## config.mk

```make
export PLATFORM = sky130hd
export DESIGN_NAME = cpu_alu_with_decimal_adjust_top
export DESIGN_NICKNAME = d
export VERILOG_FILES = /design/src/sv/calu_pkg.sv /design/src/sv/calu_core.sv /design/src/sv/cpu_alu_with_decimal_adjust_top.sv
export SDC_FILE = /design/constraint.sdc
export NUM_CORES = 1
export LEC_CHECK = 0
export BUFFER_PORTS_ARGS = -buffer_cell sky130_fd_sc_hd__buf_4
export CAP_MARGIN = 5
export CORE_UTILIZATION = 50
export DETAILED_ROUTE_END_ITERATION = 10
export MAX_ROUTING_LAYER = met4
export PLACE_DENSITY_LB_ADDON = 0.1
export SLEW_MARGIN = 20
export SYNTH_ARGS = -nofsm -noshare
export SYNTH_HDL_FRONTEND = slang
export SYNTH_SLANG_ARGS = --single-unit
```

## constraint.sdc

```tcl
create_clock -name clk -period 3.85 [get_ports clk]
set_clock_uncertainty 0.05 [all_clocks]
set_input_delay 0.1925 -clock clk [delete_from_list [all_inputs] [get_ports clk]]
set_output_delay 0.1925 -clock clk [all_outputs]
set_load 0.03 [all_outputs]
```

## src/sv/calu_pkg.sv

```systemverilog
package calu_pkg;

	typedef enum logic [3:0] {
		OP_ADD  = 4'd0,
		OP_SUB  = 4'd1,
		OP_AND  = 4'd2,
		OP_OR   = 4'd3,
		OP_XOR  = 4'd4,
		OP_CMP  = 4'd5,
		OP_ROL  = 4'd6,
		OP_ROR  = 4'd7,
		OP_INC  = 4'd8,
		OP_DEC  = 4'd9,
		OP_LOAD = 4'd10
	} op_t;

	localparam logic [9:0] DEC_LIMIT    = 10'h099;
	localparam logic [9:0] DEC_HIGH_ADJ = 10'h060;
	localparam logic [9:0] DEC_LOW_ADJ  = 10'h006;
	localparam logic [4:0] NIBBLE_MAX   = 5'd9;
	localparam logic [7:0] ROR_Z_MASK   = 8'hFE;

	typedef struct packed {
		op_t        operation;
		logic [7:0] lhs;
		logic [7:0] rhs;
		logic       carry_in;
		logic       overflow_in;
		logic       decimal_mode;
	} alu_in_t;

	typedef struct packed {
		logic [7:0] result;
		logic       negative;
		logic       overflow;
		logic       zero;
		logic       carry_out;
	} alu_out_t;

endpackage

```

## src/sv/calu_core.sv

```systemverilog
module calu_core import calu_pkg::*; (
	input  alu_in_t  op_in,
	output alu_out_t op_out
);

	logic [7:0]  a;
	logic [7:0]  b;
	logic        cin;
	logic        borrow;
	logic [4:0]  add_lo;
	logic [9:0]  add_s0;
	logic [9:0]  add_s1;
	logic [9:0]  add_s2;
	logic [4:0]  sub_lo;
	logic [10:0] sub_d0;
	logic [10:0] sub_d1;
	logic [10:0] sub_d2;
	logic [7:0]  res;

	always_comb begin
		a      = op_in.lhs;
		b      = op_in.rhs;
		cin    = op_in.carry_in;
		borrow = ~cin;

		// decimal add: low fix first, V and N sampled before the high fix
		add_lo = {1'b0, a[3:0]} + {1'b0, b[3:0]} + {4'd0, cin};
		add_s0 = {2'b0, a} + {2'b0, b} + {9'd0, cin};
		add_s1 = (op_in.decimal_mode && add_lo > NIBBLE_MAX) ? add_s0 + DEC_LOW_ADJ : add_s0;
		add_s2 = (op_in.decimal_mode && add_s1 > DEC_LIMIT) ? add_s1 + DEC_HIGH_ADJ : add_s1;

		// signed 11-bit difference; bit 10 is the sign
		sub_lo = {1'b0, a[3:0]} - {1'b0, b[3:0]} - {4'd0, borrow};
		sub_d0 = {3'b0, a} - {3'b0, b} - {10'd0, borrow};
		sub_d1 = (op_in.decimal_mode && sub_lo[4]) ? sub_d0 - {1'b0, DEC_LOW_ADJ} : sub_d0;
		sub_d2 = (op_in.decimal_mode && sub_d1[10]) ? sub_d1 - {1'b0, DEC_HIGH_ADJ} : sub_d1;

		op_out.overflow  = op_in.overflow_in;
		op_out.carry_out = cin;
		res              = a;

		unique case (op_in.operation)
			OP_ADD:  res = add_s2[7:0];
			OP_SUB:  res = sub_d2[7:0];
			OP_AND:  res = a & b;
			OP_OR:   res = a | b;
			OP_XOR:  res = a ^ b;
			OP_CMP:  res = a - b;
			OP_ROL:  res = {a[6:0], cin};
			OP_ROR:  res = {cin, a[7:1]};
			OP_INC:  res = a + 8'd1;
			OP_DEC:  res = a - 8'd1;
			OP_LOAD: res = b;
			default: res = a;
		endcase

		op_out.result   = res;
		op_out.negative = res[7];
		op_out.zero     = (res == 8'd0);

		unique case (op_in.operation)
			OP_ADD: begin
				op_out.overflow  = ~(a[7] ^ b[7]) & (a[7] ^ add_s1[7]);
				op_out.negative  = add_s1[7];
				op_out.carry_out = (add_s2[9:8] != 2'd0);
			end
			OP_SUB: begin
				op_out.overflow  = (a[7] ^ b[7]) & (a[7] ^ sub_d2[7]);
				op_out.carry_out = ~sub_d2[10];
			end
			OP_CMP:  op_out.carry_out = (a >= b);
			OP_ROL:  op_out.carry_out = a[7];
			OP_ROR: begin
				// N is the incoming carry, Z looks at the old byte with bit 0 = carry
				op_out.negative  = cin;
				op_out.zero      = (((a & ROR_Z_MASK) | {7'd0, cin}) == 8'd0);
				op_out.carry_out = a[0];
			end
			default: ;
		endcase
	end

endmodule

```

## src/sv/cpu_alu_with_decimal_adjust_top.sv

```systemverilog
// 6502-style byte ALU with BCD adjust for add and subtract.
// Input channel: in_valid / in_ready / in_data (operation, operands, C, V, D).
// Output channel: out_valid / out_ready / out_data (result byte, N, V, Z, C).
// Every accepted word yields exactly one result word, in order.
// Two register stages: an input register and a result register with the
// ALU logic between them. An accepted word moves on into the result register
// once that is free and is on out_data from then on. Rate: one word per cycle
// while out_ready is high; the input register can fill while the result holds.
// in_ready is high while the input register is empty or can move on (result
// register empty or being taken), so a word is still accepted while a
// finished result waits.
// When out_ready is low the result holds, then the input register fills,
// and then in_ready drops until the output drains.
// Reset (arst_n low) empties both stages; no words are in flight after it.
// The block holds no architectural state: flags come in with each word.
module cpu_alu_with_decimal_adjust_top import calu_pkg::*; (
	input  logic     clk,
	input  logic     arst_n,
	input  logic     in_valid,
	output logic     in_ready,
	input  alu_in_t  in_data,
	output logic     out_valid,
	input  logic     out_ready,
	output alu_out_t out_data
);

	logic     valid_s1;
	alu_in_t  data_s1;
	logic     valid_s2;
	alu_out_t data_s2;
	alu_out_t alu_res;
	logic     s2_free;
	logic     adv_s1;

	assign s2_free  = ~valid_s2 | out_ready;
	assign adv_s1   = valid_s1 & s2_free;
	assign in_ready = ~valid_s1 | s2_free;

	always_ff @(posedge clk or negedge arst_n) begin
		if (!arst_n) begin
			valid_s1 <= 1'b0;
		end else if (in_ready) begin
			valid_s1 <= in_valid;
		end
	end

	always_ff @(posedge clk) begin
		if (in_ready && in_valid) begin
			data_s1 <= in_data;
		end
	end

	calu_core u_core (
		.op_in  (data_s1),
		.op_out (alu_res)
	);

	always_ff @(posedge clk or negedge arst_n) begin
		if (!arst_n) begin
			valid_s2 <= 1'b0;
		end else if (s2_free) begin
			valid_s2 <= valid_s1;
		end
	end

	always_ff @(posedge clk) begin
		if (adv_s1) begin
			data_s2 <= alu_res;
		end
	end

	assign out_valid = valid_s2;
	assign out_data  = data_s2;

	// input side only stalls when both stages are full and the output is held
	a_stall_cause: assert property (@(posedge clk) disable iff (!arst_n)
		!in_ready |-> (valid_s1 && valid_s2 && !out_ready))
		else $error("input stalled without a full pipe");

	a_advance_shows: assert property (@(posedge clk) disable iff (!arst_n)
		adv_s1 |=> out_valid)
		else $error("word advanced but no result shown");

	a_no_drop: assert property (@(posedge clk) disable iff (!arst_n)
		(valid_s1 && !adv_s1) |=> valid_s1 && $stable(data_s1))
		else $error("held input word lost or changed");

endmodule
```

-- Word-level counts from Yosys, hierarchy flattened
Index checks and enable logic that the tools add are counted.
- bitwise gates (word level): 17
- muxes and demuxes: 9
- divide/modulo/power cells: 0
- equality and inequality tests: 10
- reductions and logical operators: 9
- shift operators: 0
- add/sub/neg operators: 15
- order comparisons: 3
- multiply operators: 0
- operators by type and width (operator ; number):
    case mux 8 bit (11 select lines) ; 1
    2-to-1 mux 11 bit ; 2
    2-to-1 mux 10 bit ; 2
    equality test 4 x 3 -> 1 bit (second input constant) ; 4
    zero test 8 bit ; 2
    equality test 4 bit (second input constant) ; 3
    subtractor 11 x 1 -> 11 bit ; 1
    subtractor 11 x 3 -> 11 bit (second input constant) ; 1
    subtractor 11 x 7 -> 11 bit (second input constant) ; 1
    adder 10 x 1 -> 10 bit ; 1
    adder 10 x 3 -> 10 bit (second input constant) ; 1
    adder 10 x 7 -> 10 bit (second input constant) ; 1
    greater-than comparator 10 x 8 -> 1 bit (second input constant) ; 1
    adder 8 x 8 -> 9 bit ; 1
    subtractor 8 x 8 -> 9 bit ; 1
    adder 8 x 1 -> 8 bit (second input constant) ; 1
    AND 8 bit ; 1
    equality test 4 x 2 -> 1 bit (second input constant) ; 2
    >= comparator 8 bit ; 1
    OR 8 x 1 -> 8 bit ; 1
    OR 8 bit ; 1
    subtractor 8 x 1 -> 8 bit (second input constant) ; 1
    subtractor 8 bit ; 1
    XOR 8 bit ; 1
    other kinds (16) ; 30
- flip-flop bits (word level): 37
- word-level logic and storage cells: 76
- memories kept: 0
- memory bits (read-only): 0
- latch bits: 0
- memory bits (writable): 0
- output and inout bits: 14

-- Longest topological paths before layout
- word-level depth: 11
- mapped depth: 22
- mapped depth without buffers: 20

-- Modules after synthesis
Synthesis repeated with hierarchy kept, for this count alone.
- cells, all modules: 495
- area, all modules: 4405.5 µm²
- by module, submodules not included (module ; cells an instance ; times used ; area each (µm²)):
    calu_core ; 452 ; 1 ; 3250.6
    cpu_alu_with_decimal_adjust_top ; 43 ; 1 ; 1154.9

-- Least setup slack after synthesis
OpenSTA, ideal clock, no wires.
- path type: reg2reg
- from: register data_s1[21] in the netlist's numbering
- to: register data_s2, in the netlist out_data[3], data pin
- slack: -0.241 ns
- data required time: 3.525 ns
- period minus slack after synthesis: 4.091 ns
- data arrival time: 3.766 ns
- stages on the path, launching flop included: 23
- cells stage by stage: edfxtp_1 -> clkbuf_1 -> clkinv_1 -> nand2_1 -> or2_2 -> clkbuf_1 -> nor2_1 -> a21o_1 -> inv_1 -> ha_1 -> nor2b_1 -> o21ai_0 -> a21boi_0 -> o21ai_0 -> a21boi_0 -> o21a_1 -> or3_1 -> a31oi_1 -> o31ai_1 -> o21ai_1 -> inv_1 -> nand3_1 -> o221ai_1
- RTL lines (item ; RTL line ; source):
    start, declared ; cpu_alu_with_decimal_adjust_top.sv:28 ; alu_in_t data_s1;
    start signal, assigned ; cpu_alu_with_decimal_adjust_top.sv:49 ; data_s1 <= in_data;
    end signal, assigned ; cpu_alu_with_decimal_adjust_top.sv:68 ; data_s2 <= alu_res;
    end, declared ; cpu_alu_with_decimal_adjust_top.sv:30 ; alu_out_t data_s2;

==> results.env <==
STATUS='finished with violations'
FAILING_CHECKS='setup timing'
SYNTH.DISTINCT_CELLS=85
DOMINANT_REGISTER_CELL_IN_THE_SYNTHESIZED_NETLIST='sky130_fd_sc_hd__edfxtp_1'
WL_UM=14000
TIMING.RR.END='out_data[1]'
FIN_CRIT_SH=1.09
INSERTION_DELAY_NS=0.30
CLOCK_TREE.ROOT_CELL='sky130_fd_sc_hd__clkbuf_8'
WORST_HOLD_STARTPOINT='in_data[0]'
GRT_USAGE=0.312
CP_STARTPOINT_KIND='flop'
CTS.HTREE.LEVELS=2
P_INT_mW=1.16
CTS_BUFFERS=5
GLOBAL_ROUTE_WIRE_LENGTH_BEFORE_REPAIR_UM=21100
P_SWITCHING_mW=0.817
GRT_ANTENNA_BEFORE_REPAIR=0
DIE-AREA_UM2=9230
WORST_SLEW_PIN_SLEW_NS=0.989
REPORT.FINAL.HOLD_VIOL_COUNT=0
DIE-WIDTH_UM=96.1
NUM-NETS-FINAL=712
FIN_HOLD_WS_NS=0.0139
FINAL_ANTENNA_NET_COUNT=0
YS_ASYNC_SR_FRACTION=0.0541
CAP_VIOL_MAX_COUNT=0
HOLD_PATH_END='data_s1[0]'
WORST_SLACK_NS=-0.334
DETAILEDROUTE.FIRSTPASSITERATIONCOUNT=5
WORST_R2R_PATH_DEPTH=14
WORST_HOLD_PATH_TYPE='input port to flop'
POST_SYNTHESIS_REGISTER_BIT_COUNT=37
POST_DRT_VIA_CELL_RATIO=6.16
TIMING.MAX_SLEW.REL_SLACK=0.341
COMMONEST_CELLS_AFTER_ROUTING_FILL_AND_TAPS_ASIDE='sky130_fd_sc_hd__buf_4, sky130_fd_sc_hd__nor2_1, sky130_fd_sc_hd__ha_1, sky130_fd_sc_hd__a21oi_1, sky130_fd_sc_hd__edfxtp_1'
REPORT.POWER.TOTAL_mW=1.98
MOSTFREQUENTLAYOUTCELL='sky130_fd_sc_hd__buf_4'
SETUP_TOTAL_NEGATIVE_SLACK_NS=-1.21
FINAL_LAYOUT_SIZE_SUFFIX_GT1_FRAC=0.330
POST_SYNTH_INSTANCE_AREA_UM2=4420
PWR-SHARE-COMB=0.595
PORT_BUFFERS=40
RSZ0062_AT_GRT='yes'
END_KIND='flop'
FIN_CELLS=742
CLK_PIN_SLEW_NS=0.08
PWR_DENSITY_CELL_nW_PER_UM2=336
CRITPATHREQUIREDTIME_NS=3.95
DPL_CELL_AREA_UM2=5420
DP_HPWL_UM=10500
GRT_START_MAX_NET_PINS=37
CTS.PATH.MAX_BUFFERS=2
ROUTED_WIRE_LENGTH_PER_INSTANCE_UM=18.9
ROW_COUNT=33
IR_WORST_VDD_V=0.000215
SYNTH.YOSYS.SEQ_AREA_SHARE=0.249
SYNTHCELLS=517
DR_TOTAL_VIAS=4570
CTS_TREE='done'
ACHIEVABLE-FREQUENCY_MHz=239
CRITICAL_PATH.MAX_FANOUT=6
FINAL_SETUP_VIOLATION_COUNT=7
CRIT-REG2REG-LAUNCH='data_s1[11]'
ANTENNA_CELLS=0
COREAREA_UM2=8380
REG2REG_SETUP_SLACK_NS=-0.33
SEQ_POWER_SHARE=0.254
SWSHARE=0.412
AREAGROWTHSYNTHTOFINISH_PCT=33.2
HEIGHT_OF_THE_DIE_UM=96.1
INITIAL_CORE_UTIL=0.528
PLACED_CELLS_INCL_TAPS=722
PATH_CLASS='flop to flop'
ARRIVAL_NS=4.28
DETAILED_ROUTE_DRC_ERROR_COUNT=0
SYN-MEAN-INSTANCE-AREA_UM2=8.56
YS.WARNINGS.COUNT=0
FINALCRITICALPERIOD_NS=4.18
LEAKAGE_POWER_TOTAL_nW=2.48
TIMING.HOLD.WORST_PATH_DEPTH=1
TOP_LEVEL_PORTS=41
FINAL_DESIGN_AREA_NO_FILL_UM2=5890
DRV_SLEW=0
SYNTH_ENABLE_FLOP_CELLS=35
CTS_NUM_SINKS=37
VIA_COUNT_OF_THE_FIRST_GLOBAL_ROUTING_PASS=4280
DR.FIRST_ITER.DRC_COUNT=326
POSTSYNTHNETCOUNT=593
GRT_OVERFLOW_TOTAL=0
GLOBALPLACE.CONGESTION=0.929
P_CLK_FRAC=0.151
-- layout make-up --
class | instances | area [um^2]
clock buffer | 7 | 86.3
clock inverter | 1 | 7.51
fill | 695 | 2490
inverter | 40 | 151
multi-input combinational | 418 | 3390
sequential | 37 | 1100
tap | 105 | 131
timing repair buffer | 134 | 1020
-- state kept, by name, indices dropped and copies added, names as in the netlist --
signal     cells
out_data      12
data_s1       23
out_valid      1
valid_s1       1
-- worst max-delay path: stages, from the launching register on --
cell	delay, ns
sky130_fd_sc_hd__edfxtp_1	0.48
sky130_fd_sc_hd__fa_2	0.42
sky130_fd_sc_hd__inv_2	0.07
sky130_fd_sc_hd__fa_1	0.42
sky130_fd_sc_hd__o2bb2ai_1	0.14
sky130_fd_sc_hd__a221o_1	0.33
sky130_fd_sc_hd__o311ai_4	0.32
sky130_fd_sc_hd__nand2_4	0.14
sky130_fd_sc_hd__mux2_1	0.23
sky130_fd_sc_hd__nor2_1	0.04
sky130_fd_sc_hd__o32a_1	0.36
sky130_fd_sc_hd__or4b_4	0.51
sky130_fd_sc_hd__nor4b_4	0.28
sky130_fd_sc_hd__o2111ai_2	0.15
sky130_fd_sc_hd__o21ai_1	0.11
-- cells in the mapped netlist (all sizes together) (6+ instances only) --
cell     n  area, um^2
inv     38         143
nor4     6        43.8
xnor2   23         201
and2     7        43.8
edfxtp  35        1050
o21a     9        67.6
a21o     7        52.6
nand2b  13        81.3
nor2    44         165
clkbuf  17        63.8
a211oi   8        70.1
nand3    9        45.0
nor3    15        96.4
fa       6         120
ha      43         538
o211ai   7        52.6
xor2    11        96.3
a21oi   41         205
nor2b   11        68.8
o21ai   30         154
nand2   33         131
-- power by group through the flow --
stage	Sequential, mW	Clock, mW	Combinational (mW)
2_1_floorplan	0.543	0	0.620
3_3_place_gp	0.510	0	0.990
3_5_place_dp	0.512	0	1.01
4_1_cts	0.503	0.304	1.07
5_1_grt	0.507	0.317	1.27
6_report	0.504	0.299	1.18
-- worst max path at each step --
stage,endpoint,start,slack (ns)
global route,out_data[1],data_s1[11],-0.47
finish,out_data[1],data_s1[11],-0.33
CTS,out_data[1],data_s1[11],-0.28
detailed placement,out_data[1],data_s1[2],-0.27
floorplan,out_data[1],data_s1[3],-0.005
global placement,out_data[3],data_s1[2],-0.17
-- through the flow --
step,utilization,setup WS [ns]
final,0.703,-0.334
after global routing,0.703,-0.470
after CTS,0.673,-0.281
after detailed placement,0.646,-0.271
after global placement,0.646,-0.170
after floorplan,-,-0.00469
-- timing repair --
| action | 4_1_cts | 5_1_grt |
|---|---|---|
| endpoints found under the hold margin | 2 | 0 |
| pin swaps | 13 | 19 |
| endpoints found under the setup margin | 7 | 7 |
| setup buffers | 5 | 8 |
| gates resized for setup | 20 | 40 |
| hold buffers | 1 | 0 |
-- cells by family after synthesis --
family                   Yosys count  synth area share
AND/OR/NAND/NOR                  161             0.191
multiplexers                       7            0.0170
AO/OA/AOI/OAI                    167             0.272
buffers and inverters             62            0.0557
flip-flops                        37             0.249
XOR/XNOR                          34            0.0673
adder cells (fa/ha/maj)           49             0.149
-- routing by layer --
layer / global-route usage / vias up / share of wire
met3: 0.0450 / 34 / 0.064
met1: 0.392 / 2200 / 0.42
met5: - / - / 0
met2: 0.520 / 196 / 0.49
met4: 0.0933 / 0 / 0.028
li1: - / 2140 / -
No activity file was read; power rests on OpenSTA's default activity.
